--- src/rtl/lom_pkg.sv ---
// Shared types and constants for the load overcurrent monitor.
// No dependencies; every other file refers to this package by scoped names.
package lom_pkg;

    // Sample path width. The low registers reset to all ones at LOW_BITS.
    localparam int SAMPLE_BITS = 10;
    localparam int LOW_BITS    = 16;
    localparam int OUT_BITS    = 10;

    localparam logic [LOW_BITS-1:0] LOW_RESET = 16'hFFFF;

    localparam logic [4:0] COUNT_MAX   = 5'd20;
    localparam logic [4:0] EARLY_LIMIT = 5'd5;
    localparam logic [4:0] SAFE_AFTER  = 5'd15;

    // Command codes of an input word.
    localparam logic CMD_SAMPLE = 1'b0;
    localparam logic CMD_TICK   = 1'b1;

    // Error cause codes.
    localparam logic [1:0] CAUSE_NONE   = 2'd0;
    localparam logic [1:0] CAUSE_EARLY  = 2'd1;
    localparam logic [1:0] CAUSE_REPEAT = 2'd2;

    // Configuration register indexes.
    localparam int          CFG_IDX_BITS  = 2;
    localparam int          CFG_DATA_BITS = 14;
    localparam logic [1:0]  REG_STEADY_THR  = 2'd0;
    localparam logic [1:0]  REG_STARTUP_THR = 2'd1;
    localparam logic [1:0]  REG_WINDOW      = 2'd2;
    localparam logic [1:0]  REG_HOLD        = 2'd3;

    localparam logic [9:0]  RST_STEADY_THR  = 10'd600;
    localparam logic [9:0]  RST_STARTUP_THR = 10'd600;
    localparam logic [5:0]  RST_WINDOW      = 6'd32;
    localparam logic [13:0] RST_HOLD        = 14'd10000;

    // Queue depth; must be a power of two so the pointers wrap on their own.
    localparam int QUEUE_DEPTH = 2;
    localparam int PTR_BITS    = $clog2(QUEUE_DEPTH);
    localparam int CNT_BITS    = $clog2(QUEUE_DEPTH + 1);

    // Classified input word as it waits between front and back.
    typedef struct packed {
        logic       is_tick;
        logic [9:0] sample;
        logic       lamp_request;
        logic       temp_ok;
    } t_item;

    typedef struct packed {
        logic       overload_fault;
        logic       safe;
        logic [1:0] error_cause;
        logic [9:0] peak_to_peak;
        logic [9:0] steady_load;
        logic [4:0] window_number;
        logic       window_done;
        logic       error_led;
        logic       measuring;
    } t_result;

    // Handshake between a queue and the stage that drains it.
    typedef struct packed {
        logic valid;
        logic take;
    } t_link;

endpackage

--- src/rtl/load_overcurrent_monitor.sv ---
// Load overcurrent monitor: front queue, single-cycle execute stage, result queue.
// Each accepted word passes the execute stage and is registered in the result queue.
// Throughput: one word per cycle while a word waits and the result queue is not full.
// Each side stalls on its own behind a two-entry queue.
// Reset (synchronous, active low) empties both queues, restores the monitor state
// and loads the default configuration; no clearing pass, the block is ready at once.
module load_overcurrent_monitor (
    input  logic                                i_clk,
    input  logic                                i_rst_n,
    input  logic                                i_cfg_we,
    input  logic [lom_pkg::CFG_IDX_BITS-1:0]    i_cfg_idx,
    input  logic [lom_pkg::CFG_DATA_BITS-1:0]   i_cfg_data,
    input  logic                                push,
    output logic                                full,
    input  logic                                i_command,
    input  logic [9:0]                          i_sample,
    input  logic                                i_lamp_request,
    input  logic                                i_temp_ok,
    output logic                                empty,
    input  logic                                pop,
    output logic                                o_overload_fault,
    output logic                                o_safe,
    output logic [1:0]                          o_error_cause,
    output logic [9:0]                          o_peak_to_peak,
    output logic [9:0]                          o_steady_load,
    output logic [4:0]                          o_window_number,
    output logic                                o_window_done,
    output logic                                o_error_led,
    output logic                                o_measuring
);

    lom_pkg::t_item    item;
    logic              item_valid;
    lom_pkg::t_link    link;
    lom_pkg::t_result  result_in;
    lom_pkg::t_result  result_out;
    logic              res_full;

    lom_front u_front (
        .i_clk          (i_clk),
        .i_rst_n        (i_rst_n),
        .push           (push),
        .full           (full),
        .i_command      (i_command),
        .i_sample       (i_sample),
        .i_lamp_request (i_lamp_request),
        .i_temp_ok      (i_temp_ok),
        .i_take         (link.take),
        .o_valid        (item_valid),
        .o_item         (item)
    );

    lom_exec u_exec (
        .i_clk        (i_clk),
        .i_rst_n      (i_rst_n),
        .i_cfg_we     (i_cfg_we),
        .i_cfg_idx    (i_cfg_idx),
        .i_cfg_data   (i_cfg_data),
        .i_item       (item),
        .i_item_valid (item_valid),
        .i_res_full   (res_full),
        .o_link       (link),
        .o_result     (result_in)
    );

    lom_result_queue u_result_queue (
        .i_clk    (i_clk),
        .i_rst_n  (i_rst_n),
        .i_link   (link),
        .i_result (result_in),
        .o_full   (res_full),
        .empty    (empty),
        .pop      (pop),
        .o_result (result_out)
    );

    assign o_overload_fault = result_out.overload_fault;
    assign o_safe           = result_out.safe;
    assign o_error_cause    = result_out.error_cause;
    assign o_peak_to_peak   = result_out.peak_to_peak;
    assign o_steady_load    = result_out.steady_load;
    assign o_window_number  = result_out.window_number;
    assign o_window_done    = result_out.window_done;
    assign o_error_led      = result_out.error_led;
    assign o_measuring      = result_out.measuring;

endmodule

--- src/rtl/lom_front.sv ---
// Front end: accepts input words, classifies the command and queues them.
// Depends on lom_pkg.
module lom_front (
    input  logic             i_clk,
    input  logic             i_rst_n,
    input  logic             push,
    output logic             full,
    input  logic             i_command,
    input  logic [9:0]       i_sample,
    input  logic             i_lamp_request,
    input  logic             i_temp_ok,
    input  logic             i_take,
    output logic             o_valid,
    output lom_pkg::t_item   o_item
);

    lom_pkg::t_item                   r_mem [lom_pkg::QUEUE_DEPTH];
    logic [lom_pkg::PTR_BITS-1:0]     r_wr_ptr;
    logic [lom_pkg::PTR_BITS-1:0]     r_rd_ptr;
    logic [lom_pkg::CNT_BITS-1:0]     r_count;
    logic                             wr_en;
    logic                             rd_en;
    lom_pkg::t_item                   item_in;

    assign full    = (r_count == lom_pkg::CNT_BITS'(lom_pkg::QUEUE_DEPTH));
    assign o_valid = (r_count != '0);
    assign wr_en   = push && !full;
    assign rd_en   = i_take && o_valid;
    assign o_item  = r_mem[r_rd_ptr];

    always_comb begin
        item_in.is_tick      = (i_command == lom_pkg::CMD_TICK);
        item_in.sample       = i_sample;
        item_in.lamp_request = i_lamp_request;
        item_in.temp_ok      = i_temp_ok;
    end

    always_ff @(posedge i_clk) begin
        if (!i_rst_n) begin
            r_wr_ptr <= '0;
            r_rd_ptr <= '0;
            r_count  <= '0;
        end else begin
            if (wr_en) begin
                r_wr_ptr <= r_wr_ptr + 1'b1;
            end
            if (rd_en) begin
                r_rd_ptr <= r_rd_ptr + 1'b1;
            end
            r_count <= r_count + lom_pkg::CNT_BITS'(wr_en) - lom_pkg::CNT_BITS'(rd_en);
        end
    end

    always_ff @(posedge i_clk) begin
        if (wr_en) begin
            r_mem[r_wr_ptr] <= item_in;
        end
    end

endmodule

--- src/rtl/lom_exec.sv ---
// Back end: holds config and monitor state; applies one word per cycle unless stalled.
// Depends on lom_pkg.
module lom_exec (
    input  logic                                i_clk,
    input  logic                                i_rst_n,
    input  logic                                i_cfg_we,
    input  logic [lom_pkg::CFG_IDX_BITS-1:0]    i_cfg_idx,
    input  logic [lom_pkg::CFG_DATA_BITS-1:0]   i_cfg_data,
    input  lom_pkg::t_item                      i_item,
    input  logic                                i_item_valid,
    input  logic                                i_res_full,
    output lom_pkg::t_link                      o_link,
    output lom_pkg::t_result                    o_result
);

    // configuration
    logic [9:0]  r_steady_thr;
    logic [9:0]  r_startup_thr;
    logic [5:0]  r_window_ticks;
    logic [13:0] r_hold_ticks;

    // monitor state
    logic [lom_pkg::SAMPLE_BITS-1:0] r_high0, r_high1, n_high0, n_high1;
    logic [lom_pkg::LOW_BITS-1:0]    r_low0, r_low1, n_low0, n_low1;
    logic [5:0]  r_window_timer, n_window_timer;
    logic [13:0] r_hold_timer, n_hold_timer;
    logic [4:0]  r_window_count, n_window_count;
    logic [1:0]  r_excess, n_excess;
    logic [9:0]  r_active_thr, n_active_thr;
    logic [lom_pkg::SAMPLE_BITS-1:0] r_amplitude, n_amplitude;
    logic [lom_pkg::SAMPLE_BITS-1:0] r_accepted, n_accepted;
    logic [1:0]  r_cause, n_cause;
    logic r_error, n_error;
    logic r_safe, n_safe;
    logic r_lamp_on, n_lamp_on;
    logic r_sampling, n_sampling;
    logic r_led, n_led;

    logic                            fire;
    logic                            done;
    logic [lom_pkg::SAMPLE_BITS-1:0] s;
    logic [lom_pkg::LOW_BITS-1:0]    s_wide;
    logic [14:0]                     hold_inc;
    logic [6:0]                      window_inc;
    logic [lom_pkg::LOW_BITS-1:0]    spread;

    assign fire        = i_item_valid && !i_res_full;
    assign o_link.valid = fire;
    assign o_link.take  = fire;

    always_ff @(posedge i_clk) begin
        if (!i_rst_n) begin
            r_steady_thr   <= lom_pkg::RST_STEADY_THR;
            r_startup_thr  <= lom_pkg::RST_STARTUP_THR;
            r_window_ticks <= lom_pkg::RST_WINDOW;
            r_hold_ticks   <= lom_pkg::RST_HOLD;
        end else if (i_cfg_we) begin
            unique case (i_cfg_idx)
                lom_pkg::REG_STEADY_THR:  r_steady_thr   <= i_cfg_data[9:0];
                lom_pkg::REG_STARTUP_THR: r_startup_thr  <= i_cfg_data[9:0];
                lom_pkg::REG_WINDOW:      r_window_ticks <= i_cfg_data[5:0];
                lom_pkg::REG_HOLD:        r_hold_ticks   <= i_cfg_data[13:0];
                default: ;
            endcase
        end
    end

    always_comb begin
        n_high0        = r_high0;
        n_high1        = r_high1;
        n_low0         = r_low0;
        n_low1         = r_low1;
        n_window_timer = r_window_timer;
        n_hold_timer   = r_hold_timer;
        n_window_count = r_window_count;
        n_excess       = r_excess;
        n_active_thr   = r_active_thr;
        n_amplitude    = r_amplitude;
        n_accepted     = r_accepted;
        n_cause        = r_cause;
        n_error        = r_error;
        n_safe         = r_safe;
        n_lamp_on      = r_lamp_on;
        n_sampling     = r_sampling;
        n_led          = r_led;
        done           = 1'b0;
        s              = lom_pkg::SAMPLE_BITS'(i_item.sample);
        s_wide         = lom_pkg::LOW_BITS'(s);
        hold_inc       = 15'(r_hold_timer) + 15'd1;
        window_inc     = 7'(r_window_timer) + 7'd1;
        spread         = lom_pkg::LOW_BITS'(r_high1) - r_low1;

        if (!i_item.is_tick) begin
            // cascade: first register that the sample beats takes it
            if (r_sampling) begin
                priority if (r_high0 < s) begin
                    n_high0 = s;
                end else if (r_high1 < s) begin
                    n_high1 = s;
                end else if (r_low0 > s_wide) begin
                    n_low0 = s_wide;
                end else if (r_low1 > s_wide) begin
                    n_low1 = s_wide;
                end else begin
                    // inside all four bounds: hold
                    n_high0 = r_high0;
                end
            end
        end else begin
            if (r_error) begin
                if (hold_inc >= 15'(r_hold_ticks)) begin
                    n_hold_timer = '0;
                    n_error      = 1'b0;
                    n_safe       = 1'b1;
                end else begin
                    n_hold_timer = hold_inc[13:0];
                end
            end
            if (r_sampling) begin
                if (window_inc >= 7'(r_window_ticks)) begin
                    n_window_timer = '0;
                    n_sampling     = 1'b0;
                    done           = 1'b1;
                    // judge the window only when it shows a real spread
                    if (lom_pkg::LOW_BITS'(r_high1) > r_low1) begin
                        n_amplitude = lom_pkg::SAMPLE_BITS'(spread);
                        if (r_window_count < lom_pkg::COUNT_MAX) begin
                            n_window_count = r_window_count + 5'd1;
                            n_active_thr   = (n_window_count == lom_pkg::EARLY_LIMIT)
                                             ? r_steady_thr : r_startup_thr;
                        end
                        if (lom_pkg::LOW_BITS'(n_amplitude) >
                            lom_pkg::LOW_BITS'(n_active_thr)) begin
                            if (n_window_count < lom_pkg::EARLY_LIMIT) begin
                                n_error = 1'b1;
                                n_safe  = 1'b0;
                                n_cause = lom_pkg::CAUSE_EARLY;
                            end else if (r_excess >= 2'd2) begin
                                n_excess = '0;
                                n_error  = 1'b1;
                                n_safe   = 1'b0;
                                n_cause  = lom_pkg::CAUSE_REPEAT;
                            end else begin
                                n_excess = r_excess + 2'd1;
                            end
                        end else begin
                            n_excess = '0;
                            if (n_window_count > lom_pkg::EARLY_LIMIT) begin
                                n_accepted = n_amplitude;
                            end
                            if (n_window_count > lom_pkg::SAFE_AFTER) begin
                                n_safe = 1'b1;
                            end
                        end
                    end
                    n_high0 = '0;
                    n_high1 = '0;
                    n_low0  = lom_pkg::LOW_RESET;
                    n_low1  = lom_pkg::LOW_RESET;
                end else begin
                    n_window_timer = window_inc[5:0];
                end
            end else if (i_item.lamp_request) begin
                if (!r_lamp_on) begin
                    n_lamp_on = 1'b1;
                    n_safe    = 1'b0;
                    n_led     = 1'b0;
                end
                if (i_item.temp_ok) begin
                    n_sampling = 1'b1;
                end
            end else if (r_lamp_on) begin
                // lamp off: drop the counts and show the indicator
                n_lamp_on      = 1'b0;
                n_excess       = '0;
                n_window_count = '0;
                n_accepted     = '0;
                n_high0        = '0;
                n_high1        = '0;
                n_low0         = lom_pkg::LOW_RESET;
                n_low1         = lom_pkg::LOW_RESET;
                n_led          = 1'b1;
                if (!n_error) begin
                    n_safe = 1'b1;
                end
            end
        end
    end

    always_comb begin
        o_result.overload_fault = n_error;
        o_result.safe           = n_safe;
        o_result.error_cause    = n_cause;
        o_result.peak_to_peak   = lom_pkg::OUT_BITS'(n_amplitude);
        o_result.steady_load    = lom_pkg::OUT_BITS'(n_accepted);
        o_result.window_number  = n_window_count;
        o_result.window_done    = done;
        o_result.error_led      = n_led;
        o_result.measuring      = n_sampling;
    end

    always_ff @(posedge i_clk) begin
        if (!i_rst_n) begin
            r_high0        <= '0;
            r_high1        <= '0;
            r_low0         <= lom_pkg::LOW_RESET;
            r_low1         <= lom_pkg::LOW_RESET;
            r_window_timer <= '0;
            r_hold_timer   <= '0;
            r_window_count <= '0;
            r_excess       <= '0;
            r_active_thr   <= '0;
            r_amplitude    <= '0;
            r_accepted     <= '0;
            r_cause        <= lom_pkg::CAUSE_NONE;
            r_error        <= 1'b0;
            r_safe         <= 1'b1;
            r_lamp_on      <= 1'b0;
            r_sampling     <= 1'b0;
            r_led          <= 1'b0;
        end else if (fire) begin
            r_high0        <= n_high0;
            r_high1        <= n_high1;
            r_low0         <= n_low0;
            r_low1         <= n_low1;
            r_window_timer <= n_window_timer;
            r_hold_timer   <= n_hold_timer;
            r_window_count <= n_window_count;
            r_excess       <= n_excess;
            r_active_thr   <= n_active_thr;
            r_amplitude    <= n_amplitude;
            r_accepted     <= n_accepted;
            r_cause        <= n_cause;
            r_error        <= n_error;
            r_safe         <= n_safe;
            r_lamp_on      <= n_lamp_on;
            r_sampling     <= n_sampling;
            r_led          <= n_led;
        end
    end

endmodule

--- src/rtl/lom_result_queue.sv ---
// Result queue: holds finished result words until the consumer pops them.
// Depends on lom_pkg.
module lom_result_queue (
    input  logic               i_clk,
    input  logic               i_rst_n,
    input  lom_pkg::t_link     i_link,
    input  lom_pkg::t_result   i_result,
    output logic               o_full,
    output logic               empty,
    input  logic               pop,
    output lom_pkg::t_result   o_result
);

    lom_pkg::t_result                 r_mem [lom_pkg::QUEUE_DEPTH];
    logic [lom_pkg::PTR_BITS-1:0]     r_wr_ptr;
    logic [lom_pkg::PTR_BITS-1:0]     r_rd_ptr;
    logic [lom_pkg::CNT_BITS-1:0]     r_count;
    logic                             wr_en;
    logic                             rd_en;

    assign o_full   = (r_count == lom_pkg::CNT_BITS'(lom_pkg::QUEUE_DEPTH));
    assign empty    = (r_count == '0);
    // the back end only offers a word when there is room
    assign wr_en    = i_link.valid && !o_full;
    assign rd_en    = pop && !empty;
    assign o_result = r_mem[r_rd_ptr];

    always_ff @(posedge i_clk) begin
        if (!i_rst_n) begin
            r_wr_ptr <= '0;
            r_rd_ptr <= '0;
            r_count  <= '0;
        end else begin
            if (wr_en) begin
                r_wr_ptr <= r_wr_ptr + 1'b1;
            end
            if (rd_en) begin
                r_rd_ptr <= r_rd_ptr + 1'b1;
            end
            r_count <= r_count + lom_pkg::CNT_BITS'(wr_en) - lom_pkg::CNT_BITS'(rd_en);
        end
    end

    always_ff @(posedge i_clk) begin
        if (wr_en) begin
            r_mem[r_wr_ptr] <= i_result;
        end
    end

endmodule
--- config.mk ---
export PLATFORM = sky130hd
export DESIGN_NAME = load_overcurrent_monitor
export DESIGN_NICKNAME = d
export VERILOG_FILES = /design/src/rtl/lom_pkg.sv /design/src/rtl/load_overcurrent_monitor.sv /design/src/rtl/lom_front.sv /design/src/rtl/lom_exec.sv /design/src/rtl/lom_result_queue.sv
export SDC_FILE = /design/constraint.sdc
export NUM_CORES = 1
export LEC_CHECK = 0
export BUFFER_PORTS_ARGS = -buffer_cell sky130_fd_sc_hd__buf_2
export CORE_UTILIZATION = 55
export CTS_BUF_LIST = sky130_fd_sc_hd__clkbuf_16
export DETAILED_ROUTE_END_ITERATION = 8
export HOLD_SLACK_MARGIN = 0.02
export PLACE_DENSITY = 0.73
export SLEW_MARGIN = 40
export SYNTH_ARGS = -nofsm -noshare
export SYNTH_HDL_FRONTEND = slang
export SYNTH_HIERARCHICAL = 1
export SYNTH_SLANG_ARGS = --single-unit
--- constraint.sdc ---
create_clock -name i_clk -period 4.2 [get_ports i_clk]
set_input_delay 0.84 -clock i_clk [delete_from_list [all_inputs] [get_ports i_clk]]
set_output_delay 0.84 -clock i_clk [all_outputs]
set_load 0.02 [all_outputs]
==> impl_metrics.py, run 1 <==
metrics = {
    "timing": {
        "timing.final.crit_period_ps": 3929,
        "layout_setup_ws_ps": 271.1,
        "max_clock_freq_mhz": 254.5,
        "timing.clock.skew_ps": 10.01,
        "rsz0062_at_grt": "no",
        "max_slew.worst_pin.slew_ps": 783.6,
        "timing.final.setup_violations": 0,
        "finalMaxSlewViolations": 0,
        "final_hold_viol_count": 0,
        "setup-tns-final_ps": 0,
        "timing.max_slew.rel_slack": 0.4721,
        "final.period_utilization": 0.9355,
    },
    "placement": {
        "placement.setup.worst_slack_ps": 159.4,
        "port_buffers": 67,
        "globalplace.congestion": 0.8536,
        "hpwl_um": 20320,
    },
    "die": {
        "std_cell_rows": 55,
        "dieWidth_um": 155.3,
        "boundaryPins": 68,
        "dieHeight_um": 155.3,
        "floorplan.initialDensity": 0.5660,
        "coreArea_sq_mm": 0.02285,
        "fp.dieArea_sq_mm": 0.02413,
    },
    "yosys": {
        "synth_top_cell_by_area": "sky130_fd_sc_hd__dfxtp_1",
        "syn-mean-instance-area_sq_um": 9.895,
        "postSynthRegisterBits": 246,
        "synth_top_flop_cell": "sky130_fd_sc_hd__dfxtp_1",
        "yosysMostFrequentCell": "sky130_fd_sc_hd__dfxtp_1",
        "ys_seq_area_frac": 0.4505,
        "netlist.area_leader.share": 0.2415,
        "post_synth_num_cell_types": 79,
        "yosysWarnings": 6,
        "synth_edf_count": 90,
        "synth-async-reset-ratio": 0,
        "dominant_cells_by_area_after_synthesis": "sky130_fd_sc_hd__dfxtp_1 24%, sky130_fd_sc_hd__edfxtp_1 21%, sky130_fd_sc_hd__ha_1 8.4%",
        "synthTopCellsByCount": "156 x sky130_fd_sc_hd__dfxtp_1, 145 x sky130_fd_sc_hd__nand2_1, 135 x sky130_fd_sc_hd__nor2_1",
        "synth_cells": 1307,
        "post_synth_instance_area_sq_mm": 0.01293,
        "syn-num-nets": 1429,
    },
    "global_route": {
        "grt_antenna_before_repair": 0,
        "global_route.usage.total": 0.2358,
        "first_global_vias": 9111,
        "grt_pass1_wl_um": 45730,
        "maximum_number_of_pins_on_one_net_before_global_route_repair": 48,
        "globalRouteOverflowTotal": 0,
    },
    "routing": {
        "final_antenna_net_count": 0,
        "viasPerCell": 5.685,
        "drt-pass1-iter-count": 5,
        "drtIter0Drc": 717,
        "vias": 9630,
        "wirelength_um": 28380,
        "remaining_drc_errors": 0,
        "route.detailed.wl_per_inst_um": 16.75,
    },
    "clock_tree": {
        "ctsLongestPathBuffers": 3,
        "clock_root_buffer": "sky130_fd_sc_hd__clkbuf_16",
        "cts_num_sinks": 246,
        "worst_setup_hold_path_clk_slew_ps": 60,
        "clk-insertion-delay-late_ps": 520,
        "tritoncts.num_buffers": 26,
        "cts_tree": "done",
        "post_cts_buffers": 0,
        "post_cts_hold_buffer_count": 0,
        "htree_num_levels": 1,
        "count_of_cells_resized_by_post_cts_repair": 0,
    },
    "setup_path": {
        "crit_path_max_fanout": 10,
        "setup.worst_path.start_class": "register",
        "timing.critical_path.arrival_ps": 4190,
        "worstPathRequired_ps": 4460,
        "worst-setup-path-type": "reg2reg",
        "crit_end_category": "register",
    },
    "hold_path": {
        "holdCritPathClass": "reg2reg",
    },
    "layout": {
        "layout.filler_cells": 1881,
        "diodes": 0,
        "finalCoreUtilization": 0.6267,
        "fin_nets": 1483,
        "syn2layout_area_growth_pct": 10.71,
        "layout-drive-gt1-share": 0.1499,
    },
    "power_and_ir_drop": {
        "power.density_mw_per_mm2": 523.3,
        "cellLeakagePower_nw": 6.345,
        "max-vdd-ir-drop_mv": 0.4621,
    },
    "flow_run": {
        "max_cap_violations": 0,
    },
    "run_status": {
        "status": "completed",
    },
}
==> final cells by class <==
class	instances	area (sq um)	share of cell area
clock buffers	27	675.6	0.04719
multi-input cells	920	6495	0.4536
clock inverters	21	136.4	0.009525
inverters	79	296.5	0.02071
well taps	313	391.6	0.02735
flip-flops and latches	246	5829	0.4071
repair buffers	88	493.0	0.03443
==> sequential cells by signal, summed over array words and instances (netlist names), 11 cells and up, named ones only <==
register              cells
u_front/r_mem            26
u_exec/r_low1            11
u_result_queue/r_mem     64
u_exec/r_hold_timer      14
u_exec/r_hold_ticks      14
u_exec/r_low0            11
==> worst max-delay path, cell delays in order (launching register included) <==
cell,delay [ps]
sky130_fd_sc_hd__dfxtp_1,470
sky130_fd_sc_hd__ha_1,320
sky130_fd_sc_hd__xor2_1,240
sky130_fd_sc_hd__nand2b_1,110
sky130_fd_sc_hd__a211o_2,460
sky130_fd_sc_hd__mux2i_1,160
sky130_fd_sc_hd__a21oi_1,200
sky130_fd_sc_hd__inv_1,80
sky130_fd_sc_hd__ha_1,300
sky130_fd_sc_hd__nand3_1,130
sky130_fd_sc_hd__o221ai_1,230
sky130_fd_sc_hd__o21bai_1,120
sky130_fd_sc_hd__a21oi_2,260
sky130_fd_sc_hd__and2_1,310
sky130_fd_sc_hd__nand2_1,90
sky130_fd_sc_hd__a22o_1,190
==> routing by layer <==
metal / track usage / vias up / share of wire
met5: 0 / - / 0
met4: 0.07143 / 0 / 0.022
li1: - / 4746 / -
met3: 0.03203 / 45 / 0.060
met1: 0.3177 / 4533 / 0.45
met2: 0.3940 / 306 / 0.46
==> path summary, 6_finish.rpt <==
path                                              start                                    end  slack [ps]  cells past startpoint
hold / removal           u_exec/r_cause[0]$_SDFFE_PN0P_         u_exec/r_cause[0]$_SDFFE_PN0P_         450                      2
setup / recovery  u_exec/r_window_count[0]$_SDFFE_PN0P_  u_result_queue/r_mem[1][28]$_DFFE_PP_         270                     15
hold reg to reg          u_exec/r_cause[0]$_SDFFE_PN0P_         u_exec/r_cause[0]$_SDFFE_PN0P_         450                      2
setup reg to reg  u_exec/r_window_count[0]$_SDFFE_PN0P_  u_result_queue/r_mem[1][28]$_DFFE_PP_         270                     15
==> layout by cell type, fill, tap and decap left out, types with 4 or more instances in the layout <==
master | Yosys | final
sky130_fd_sc_hd__and2_1 | 8 | 8
sky130_fd_sc_hd__mux2_4 | 40 | 40
sky130_fd_sc_hd__a22o_1 | 10 | 10
sky130_fd_sc_hd__nand2b_1 | 16 | 16
sky130_fd_sc_hd__a211o_1 | 9 | 8
sky130_fd_sc_hd__nor2_1 | 135 | 133
sky130_fd_sc_hd__nand4_1 | 11 | 11
sky130_fd_sc_hd__mux2_2 | 13 | 13
sky130_fd_sc_hd__nor3_1 | 15 | 15
sky130_fd_sc_hd__mux2i_1 | 73 | 73
sky130_fd_sc_hd__buf_2 | 6 | 67
sky130_fd_sc_hd__nor2b_1 | 10 | 10
sky130_fd_sc_hd__a21oi_1 | 89 | 88
sky130_fd_sc_hd__a21o_1 | 17 | 16
sky130_fd_sc_hd__clkinv_1 | 1 | 6
sky130_fd_sc_hd__o21a_1 | 6 | 6
sky130_fd_sc_hd__o2111ai_1 | 4 | 4
sky130_fd_sc_hd__clkinv_2 | 0 | 4
sky130_fd_sc_hd__buf_4 | 14 | 21
sky130_fd_sc_hd__xor2_1 | 17 | 17
sky130_fd_sc_hd__o21bai_1 | 4 | 4
sky130_fd_sc_hd__nand3b_1 | 8 | 8
sky130_fd_sc_hd__o21ai_0 | 45 | 45
sky130_fd_sc_hd__o211ai_1 | 8 | 8
sky130_fd_sc_hd__dfxtp_1 | 156 | 155
sky130_fd_sc_hd__ha_1 | 87 | 87
sky130_fd_sc_hd__inv_1 | 78 | 87
sky130_fd_sc_hd__nand3_1 | 44 | 44
sky130_fd_sc_hd__a31oi_1 | 5 | 5
sky130_fd_sc_hd__o21ai_1 | 9 | 9
sky130_fd_sc_hd__clkbuf_16 | 0 | 27
sky130_fd_sc_hd__a211oi_1 | 11 | 11
sky130_fd_sc_hd__xnor2_1 | 9 | 9
sky130_fd_sc_hd__nand2_1 | 145 | 145
sky130_fd_sc_hd__and3_1 | 10 | 10
sky130_fd_sc_hd__edfxtp_1 | 90 | 90
==> metrics by stage <==
stage	cell area, sq um	total power [mW]	std cells	hold slack, ps
detailed placement	13470	5.357	1646	443.8
floorplan	12930	4.792	1307	431.6
CTS	14280	7.531	1694	451.3
global placement	13460	5.288	1646	442.4
global route	14320	7.868	1694	473.6
finish	14320	7.492	1694	449.9
==> report_power, final <==
part           switching, mW  internal [mW]  leakage (nW)
registers              0.206           2.90          2.11
clock network          0.897           1.27         0.434
logic                   1.32          0.898          3.80
total                   2.42           5.07          6.35
==> cells by family (layout without fill, tap and decap cells) <==
kind of cell / after synthesis / count (layout) / synth area share
adder cells (fa/ha/maj): 88 / 88 / 0.08572
AO/OA/AOI/OAI: 252 / 252 / 0.1277
buffers and inverters: 141 / 215 / 0.05166
AND/OR/NAND/NOR: 428 / 428 / 0.1526
flip-flops: 246 / 246 / 0.4505
XOR/XNOR: 26 / 26 / 0.01761
multiplexers: 126 / 126 / 0.1143
No activity file was read; power rests on OpenSTA's default activity.
==> run 2, diff against run 1 <==
ABC_AREA = 1   (was not set)
PLACE_DENSITY = not set   (was 0.73)
PLACE_DENSITY_LB_ADDON = 0.05   (was not set)
==> impl_metrics.py, run 2 <==
metrics = {
    "run_status": {
        "status": "completed",
    },
    "routing": {
        "wirelength_um": 29440,
        "drt-pass1-iter-count": 5,
        "drtIter0Drc": 647,
        "viasPerCell": 5.254,
        "route.detailed.wl_per_inst_um": 14.85,
        "final_antenna_net_count": 0,
        "remaining_drc_errors": 0,
        "vias": 10420,
    },
    "die": {
        "boundaryPins": 68,
        "floorplan.initialDensity": 0.5606,
        "dieWidth_um": 156.7,
        "dieHeight_um": 156.7,
        "fp.dieArea_sq_mm": 0.02455,
        "coreArea_sq_mm": 0.02347,
        "std_cell_rows": 56,
    },
    "yosys": {
        "synth_top_cell_by_area": "sky130_fd_sc_hd__dfxtp_1",
        "yosysMostFrequentCell": "sky130_fd_sc_hd__nand2_1",
        "synth_top_flop_cell": "sky130_fd_sc_hd__dfxtp_1",
        "syn-mean-instance-area_sq_um": 8.266,
        "postSynthRegisterBits": 246,
        "netlist.area_leader.share": 0.2373,
        "yosysWarnings": 6,
        "post_synth_instance_area_sq_mm": 0.01316,
        "syn-num-nets": 1714,
        "synth-async-reset-ratio": 0,
        "post_synth_num_cell_types": 47,
        "synth_edf_count": 90,
        "synthTopCellsByCount": "347 x sky130_fd_sc_hd__nand2_1, 216 x sky130_fd_sc_hd__inv_1, 156 x sky130_fd_sc_hd__dfxtp_1",
        "dominant_cells_by_area_after_synthesis": "sky130_fd_sc_hd__dfxtp_1 24%, sky130_fd_sc_hd__edfxtp_1 21%, sky130_fd_sc_hd__nand2_1 9.9%",
        "ys_seq_area_frac": 0.4427,
        "synth_cells": 1592,
    },
    "timing": {
        "final.period_utilization": 0.8697,
        "final_hold_viol_count": 0,
        "timing.clock.skew_ps": 15.73,
        "rsz0062_at_grt": "no",
        "setup-tns-final_ps": 0,
        "max_clock_freq_mhz": 273.8,
        "finalMaxSlewViolations": 0,
        "max_slew.worst_pin.slew_ps": 797.3,
        "timing.max_slew.rel_slack": 0.4684,
        "timing.final.crit_period_ps": 3653,
        "timing.hold.ws_ps": 451.9,
        "timing.final.setup_violations": 0,
        "layout_setup_ws_ps": 547.2,
    },
    "placement": {
        "detailed_place.area_sq_mm": 0.01368,
        "hpwl_um": 20800,
        "placement.setup.worst_slack_ps": 453.9,
        "globalplace.congestion": 0.8885,
        "port_buffers": 67,
    },
    "hold_path": {
        "hold_depth": 2,
        "hold-path-endpoint": "u_exec/r_startup_thr[2]$_SDFFE_PN0P_",
        "holdCritPathClass": "reg2reg",
        "startpoint_of_the_lowest_slack_hold_path": "u_exec/r_startup_thr[2]$_SDFFE_PN0P_",
    },
    "power_and_ir_drop": {
        "cellLeakagePower_nw": 6.955,
        "power.density_mw_per_mm2": 597.9,
        "max-vdd-ir-drop_mv": 0.3695,
    },
    "layout": {
        "syn2layout_area_growth_pct": 10.26,
        "largest_registers": "u_result_queue/r_mem x64, u_front/r_mem x26",
        "final_area_sq_mm": 0.01451,
        "leading_cell_type_in_the_layout_fill_and_taps_excluded": "sky130_fd_sc_hd__nand2_1",
        "largest-register": "u_result_queue/r_mem",
        "fin_nets": 1766,
        "commonest_cells_after_routing_fill_and_taps_aside": "347 x sky130_fd_sc_hd__nand2_1, 219 x sky130_fd_sc_hd__inv_1, 155 x sky130_fd_sc_hd__dfxtp_1",
        "finalCoreUtilization": 0.6181,
        "largest_register_ff_count": 64,
        "diodes": 0,
        "layout.filler_cells": 2073,
        "layout-drive-gt1-share": 0.1238,
    },
    "clock_tree": {
        "worst_setup_hold_path_clk_slew_ps": 70,
        "count_of_cells_resized_by_post_cts_repair": 0,
        "htree_num_levels": 1,
        "clk-insertion-delay-late_ps": 530,
        "cts_num_sinks": 246,
        "tritoncts.num_buffers": 26,
        "post_cts_hold_buffer_count": 0,
        "cts_tree": "done",
        "ctsLongestPathBuffers": 3,
        "clock_root_buffer": "sky130_fd_sc_hd__clkbuf_16",
    },
    "setup_path": {
        "cp.depth": 21,
        "critical_path_buf_inv_count": 3,
        "endpoint_of_the_worst_slack_reg_to_reg_timing_path": "u_exec/r_accepted[6]$_SDFFE_PN0P_",
        "critical-path-slowest-cell": "sky130_fd_sc_hd__fa_1",
        "worst-setup-path-type": "reg2reg",
        "top_cell_by_count_worst_path": "sky130_fd_sc_hd__nand2_1",
        "rr_startpoint": "u_exec/r_low1[0]$_SDFFE_PN1P_",
        "crit_path_max_fanout": 12,
        "worstPathRequired_ps": 4680,
        "rr_worst_depth": 21,
        "crit_end_category": "register",
        "worst_setup_path_startpoint": "u_exec/r_low1[0]$_SDFFE_PN1P_",
        "worst_path_dominant_cell_family": "simple AND/OR/NAND/NOR gates",
        "crit_chain": "ha_1 > inv_1 > fa_1 > nand3_2 > nand3_2 > a21oi_1 > xor2_1 > inv_1 > ha_1 > nand2_1 > nor2_1 > nand4_1 > nand2_1 > nand2_1 > nor2_2 > nand2_2 > nand2_1 > nand3_1 > nand3_1 > nand2_1 > inv_1",
        "reg2reg_setup_slack_ps": 550,
        "timing.critical_path.arrival_ps": 4140,
        "slowest_delay_ps": 420,
        "setup.worst_path.start_class": "register",
    },
    "flow_run": {
        "max_cap_violations": 0,
    },
    "global_route": {
        "grt_antenna_before_repair": 0,
        "maximum_number_of_pins_on_one_net_before_global_route_repair": 98,
        "first_global_vias": 9608,
        "global_route.usage.total": 0.2449,
        "grt_pass1_wl_um": 47760,
        "globalRouteOverflowTotal": 0,
    },
}
## run 2: cell types whose count changed after synthesis, moves of 32 or more
cell / change
sky130_fd_sc_hd__o21ai_0: +48
sky130_fd_sc_hd__nand3_1: +58
sky130_fd_sc_hd__a21oi_1: +32
sky130_fd_sc_hd__inv_1: +138
sky130_fd_sc_hd__mux2i_1: -73
sky130_fd_sc_hd__nand2_1: +202
## run 2: logic make-up (layout without fill, tap and decap cells)
family	count (synthesis)	in the layout	synth area share
and+or+nand+nor	644	644	0.2081
buffers and inverters	283	355	0.09109
AOI/OAI and AO/OA	262	262	0.1079
DFF	246	246	0.4427
adders and majority gates	88	88	0.08424
muxes	45	45	0.04992
xor gates and xnor gates	24	24	0.01597
## run 2: routing by layer
layer / vias up / share of wire / GRT usage / wire length [um]
met5: - / 0 / 0 / 0
met4: 0 / 0.027 / 0.06863 / 802
li1: 5335 / - / - / -
met3: 58 / 0.050 / 0.03462 / 1462
met1: 4779 / 0.46 / 0.3299 / 13680
met2: 246 / 0.46 / 0.4097 / 13490
## run 2: through the flow
stage	total power, mW	std cells
2_1_floorplan	5.708	1592
3_3_place_gp	6.401	1933
3_5_place_dp	6.493	1934
4_1_cts	8.727	1982
5_1_grt	9.250	1983
6_report	8.676	1983
## run 2: timing repair
item                                    in CTS  in global routing
endpoints found under the hold margin        0                  0
endpoints found under the setup margin       0                 20
buffers inserted                             0                  1
## run 2: worst max path at each step
| stage | endpoint | slack (ps) |
|---|---|---|
| after global routing | u_exec/r_accepted[6]$_SDFFE_PN0P_ | 120 |
| after floorplan | u_result_queue/r_mem[0][0]$_DFFE_PP_ | 1000 |
| after CTS | u_exec/r_accepted[9]$_SDFFE_PN0P_ | 450 |
| final | u_exec/r_accepted[6]$_SDFFE_PN0P_ | 550 |
| after detailed placement | u_exec/r_accepted[7]$_SDFFE_PN0P_ | 450 |
| after global placement | u_exec/r_accepted[9]$_SDFFE_PN0P_ | 590 |
## run 2: final cells by class
class / instances / area, sq um / area share
Tap cell: 319 / 399.1 / 0.02751
Inverter: 222 / 833.3 / 0.05743
Timing Repair Buffer: 85 / 481.7 / 0.03320
Sequential cell: 246 / 5827 / 0.4016
Clock inverter: 21 / 145.1 / 0.01000
Clock buffer: 27 / 675.6 / 0.04657
Multi-Input combinational cell: 1063 / 6147 / 0.4237
## run 2: power breakdown
group | switching (mW) | internal (mW)
clock network | 0.932 | 1.28
logic | 2.00 | 1.16
registers | 0.251 | 3.05
total | 3.19 | 5.49
## run 2: worst reg2reg max path, cell delays in order, from the launching register on
cell	delay [ps]
sky130_fd_sc_hd__dfxtp_1	360
sky130_fd_sc_hd__ha_1	150
sky130_fd_sc_hd__inv_1	80
sky130_fd_sc_hd__fa_1	420
sky130_fd_sc_hd__nand3_2	100
sky130_fd_sc_hd__nand3_2	100
sky130_fd_sc_hd__a21oi_1	170
sky130_fd_sc_hd__xor2_1	220
sky130_fd_sc_hd__inv_1	100
sky130_fd_sc_hd__ha_1	280
sky130_fd_sc_hd__nand2_1	60
sky130_fd_sc_hd__nor2_1	160
sky130_fd_sc_hd__nand4_1	110
sky130_fd_sc_hd__nand2_1	150
sky130_fd_sc_hd__nand2_1	80
sky130_fd_sc_hd__nor2_2	390
sky130_fd_sc_hd__nand2_2	260
sky130_fd_sc_hd__nand2_1	120
sky130_fd_sc_hd__nand3_1	90
sky130_fd_sc_hd__nand3_1	80
sky130_fd_sc_hd__nand2_1	50
sky130_fd_sc_hd__inv_1	50
==> run 3, diff against run 2 <==
BUFFER_PORTS_ARGS = not set   (was -buffer_cell sky130_fd_sc_hd__buf_2)
DONT_BUFFER_PORTS = 1   (was not set)
==> impl_metrics.py, run 3 (synthesis results as in run 2) <==
metrics = {
    "run_status": {
        "status": "completed",
    },
    "timing": {
        "final_hold_viol_count": 0,
        "timing.final.setup_violations": 0,
        "timing.max_slew.rel_slack": 0.4829,
        "timing.final.crit_period_ps": 3709,
        "final.period_utilization": 0.8830,
        "rsz0062_at_grt": "no",
        "finalMaxSlewViolations": 0,
        "setup-tns-final_ps": 0,
        "timing.clock.skew_ps": 22.85,
        "max_slew.worst_pin.slew_ps": 775.7,
        "max_clock_freq_mhz": 269.6,
    },
    "setup_path": {
        "timing.critical_path.arrival_ps": 4200,
        "crit_path_end": "u_exec/r_accepted[6]$_SDFFE_PN0P_",
        "worstPathRequired_ps": 4690,
        "reg2reg_setup_slack_ps": 490,
        "worst-setup-path-type": "reg2reg",
        "setup.worst_path.start_class": "register",
        "crit_path_max_fanout": 12,
        "endpoint_of_the_worst_slack_reg_to_reg_timing_path": "u_exec/r_accepted[6]$_SDFFE_PN0P_",
        "rr_startpoint": "u_exec/r_window_count[2]$_SDFFE_PN0P_",
        "rr_worst_depth": 20,
        "crit_end_category": "register",
        "worst_setup_path_startpoint": "u_exec/r_window_count[2]$_SDFFE_PN0P_",
    },
    "clock_tree": {
        "cts_tree": "done",
        "clk-insertion-delay-late_ps": 540,
        "ctsLongestPathBuffers": 3,
        "clock_root_buffer": "sky130_fd_sc_hd__clkbuf_16",
        "htree_num_levels": 1,
        "cts_num_sinks": 246,
        "tritoncts.num_buffers": 27,
        "post_cts_hold_buffer_count": 0,
        "worst_setup_hold_path_clk_slew_ps": 60,
    },
    "layout": {
        "layout.filler_cells": 2154,
        "syn2layout_area_growth_pct": 7.977,
        "finalCoreUtilization": 0.6053,
        "leading_cell_type_in_the_layout_fill_and_taps_excluded": "sky130_fd_sc_hd__nand2_1",
        "largest-register": "u_result_queue/r_mem",
        "final_area_sq_mm": 0.01421,
        "largest_registers": "u_result_queue/r_mem x64, u_front/r_mem x26",
        "commonest_cells_after_routing_fill_and_taps_aside": "347 x sky130_fd_sc_hd__nand2_1, 222 x sky130_fd_sc_hd__inv_1, 155 x sky130_fd_sc_hd__dfxtp_1",
        "fin_nets": 1701,
        "register_area_sq_mm": 0.005827,
        "layout-drive-gt1-share": 0.08630,
        "stdcell_count": 1918,
        "largest_register_ff_count": 64,
        "combined_area_of_the_multi_input_logic_cells_sq_mm": 0.006147,
        "diodes": 0,
    },
    "global_route": {
        "global_route.usage.total": 0.2457,
        "grt_pass1_wl_um": 47760,
        "globalRouteOverflowTotal": 0,
        "maximum_number_of_pins_on_one_net_before_global_route_repair": 99,
        "grt_antenna_before_repair": 0,
        "first_global_vias": 9461,
    },
    "routing": {
        "viasPerCell": 5.270,
        "remaining_drc_errors": 0,
        "drtIter0Drc": 611,
        "drt-pass1-iter-count": 5,
        "final_antenna_net_count": 0,
        "vias": 10110,
        "wirelength_um": 29240,
        "route.detailed.wl_per_inst_um": 15.25,
    },
    "die": {
        "floorplan.initialDensity": 0.5606,
        "dieWidth_um": 156.7,
        "boundaryPins": 68,
        "dieHeight_um": 156.7,
        "fp.dieArea_sq_mm": 0.02455,
        "coreArea_sq_mm": 0.02347,
        "std_cell_rows": 56,
    },
    "flow_run": {
        "max_cap_violations": 0,
    },
    "power_and_ir_drop": {
        "cellLeakagePower_nw": 6.711,
        "power.density_mw_per_mm2": 602.8,
        "max-vdd-ir-drop_mv": 0.4212,
    },
    "hold_path": {
        "holdCritPathClass": "in2reg",
        "startpoint_of_the_lowest_slack_hold_path": "i_sample[7]",
    },
    "placement": {
        "hpwl_um": 20900,
        "detailed_place.area_sq_mm": 0.01336,
        "globalplace.congestion": 0.8921,
        "port_buffers": 0,
        "placed_cells_incl_taps": 1868,
    },
}
[run 3: worst min-delay path by stage]
| stage | to | slack, ps | depth (start not counted) |
|---|---|---|---|
| floorplan | u_exec/r_high0[0]$_SDFFE_PN0P_ | 420 | 2 |
| global placement | u_exec/r_high0[0]$_SDFFE_PN0P_ | 440 | 2 |
| detailed placement | u_exec/r_low0[0]$_SDFFE_PN1P_ | 440 | 2 |
| CTS | u_front/r_mem[0][0]$_DFFE_PP_ | 380 | 0 |
| global route | u_front/r_mem[1][5]$_DFFE_PP_ | 380 | 0 |
| finish | u_front/r_mem[0][9]$_DFFE_PP_ | 410 | 0 |
[run 3: report_power, final]
| part | switching [mW] | internal (mW) |
|---|---|---|
| Sequential | 0.249 | 3.05 |
| Combinational | 1.94 | 1.06 |
| Clock | 0.939 | 1.32 |
| Total | 3.13 | 5.43 |
[run 3: what timing repair did]
item | in CTS | in global routing
setup buffers | 0 | 1
setup endpoints to repair | 0 | 26
resized for setup | 0 | 0
[run 3: per-layer routing]
metal / up-vias / global-route usage / share of wire
met5: - / 0 / 0
met4: 0 / 0.06489 / 0.021
met3: 47 / 0.03323 / 0.046
met2: 214 / 0.4154 / 0.47
met1: 4646 / 0.3297 / 0.46
li1: 5200 / - / -
[run 3: layout make-up]
class | count | area share
Multi-Input combinational cell | 1063 | 0.4326
Sequential cell | 246 | 0.4101
Inverter | 222 | 0.05865
Clock buffer | 28 | 0.04931
Tap cell | 319 | 0.02809
Timing Repair Buffer | 19 | 0.01110
Clock inverter | 21 | 0.01013
[run 3: stage by stage]
stage / total power, mW / setup WS (ps) / hold WS, ps
4_1_cts: 8.623 / 396.0 / 383.3
6_report: 8.565 / 491.2 / 406.4
5_1_grt: 9.124 / 80.17 / 384.8
2_1_floorplan: 5.708 / 1005 / 424.8
3_3_place_gp: 6.239 / 537.4 / 441.9
3_5_place_dp: 6.344 / 415.5 / 442.4
[run 3: worst max-delay path, cell delays in order (launching register included)]
cell and delay, ps:
sky130_fd_sc_hd__dfxtp_1 430, sky130_fd_sc_hd__nand3_1 170, sky130_fd_sc_hd__xor2_1 220, sky130_fd_sc_hd__nand2_1 110, sky130_fd_sc_hd__nor2_1 380, sky130_fd_sc_hd__nand2_1 110
sky130_fd_sc_hd__nand3_1 110, sky130_fd_sc_hd__o21ai_0 160, sky130_fd_sc_hd__ha_1 340, sky130_fd_sc_hd__nand2_1 50, sky130_fd_sc_hd__nor2_1 170, sky130_fd_sc_hd__nand4_1 120
sky130_fd_sc_hd__nand2_1 160, sky130_fd_sc_hd__nand2_1 80, sky130_fd_sc_hd__nor2_2 400, sky130_fd_sc_hd__nand2_2 250, sky130_fd_sc_hd__nand2_1 120, sky130_fd_sc_hd__nand3_1 90
sky130_fd_sc_hd__nand3_1 90, sky130_fd_sc_hd__nand2_1 50, sky130_fd_sc_hd__inv_1 40
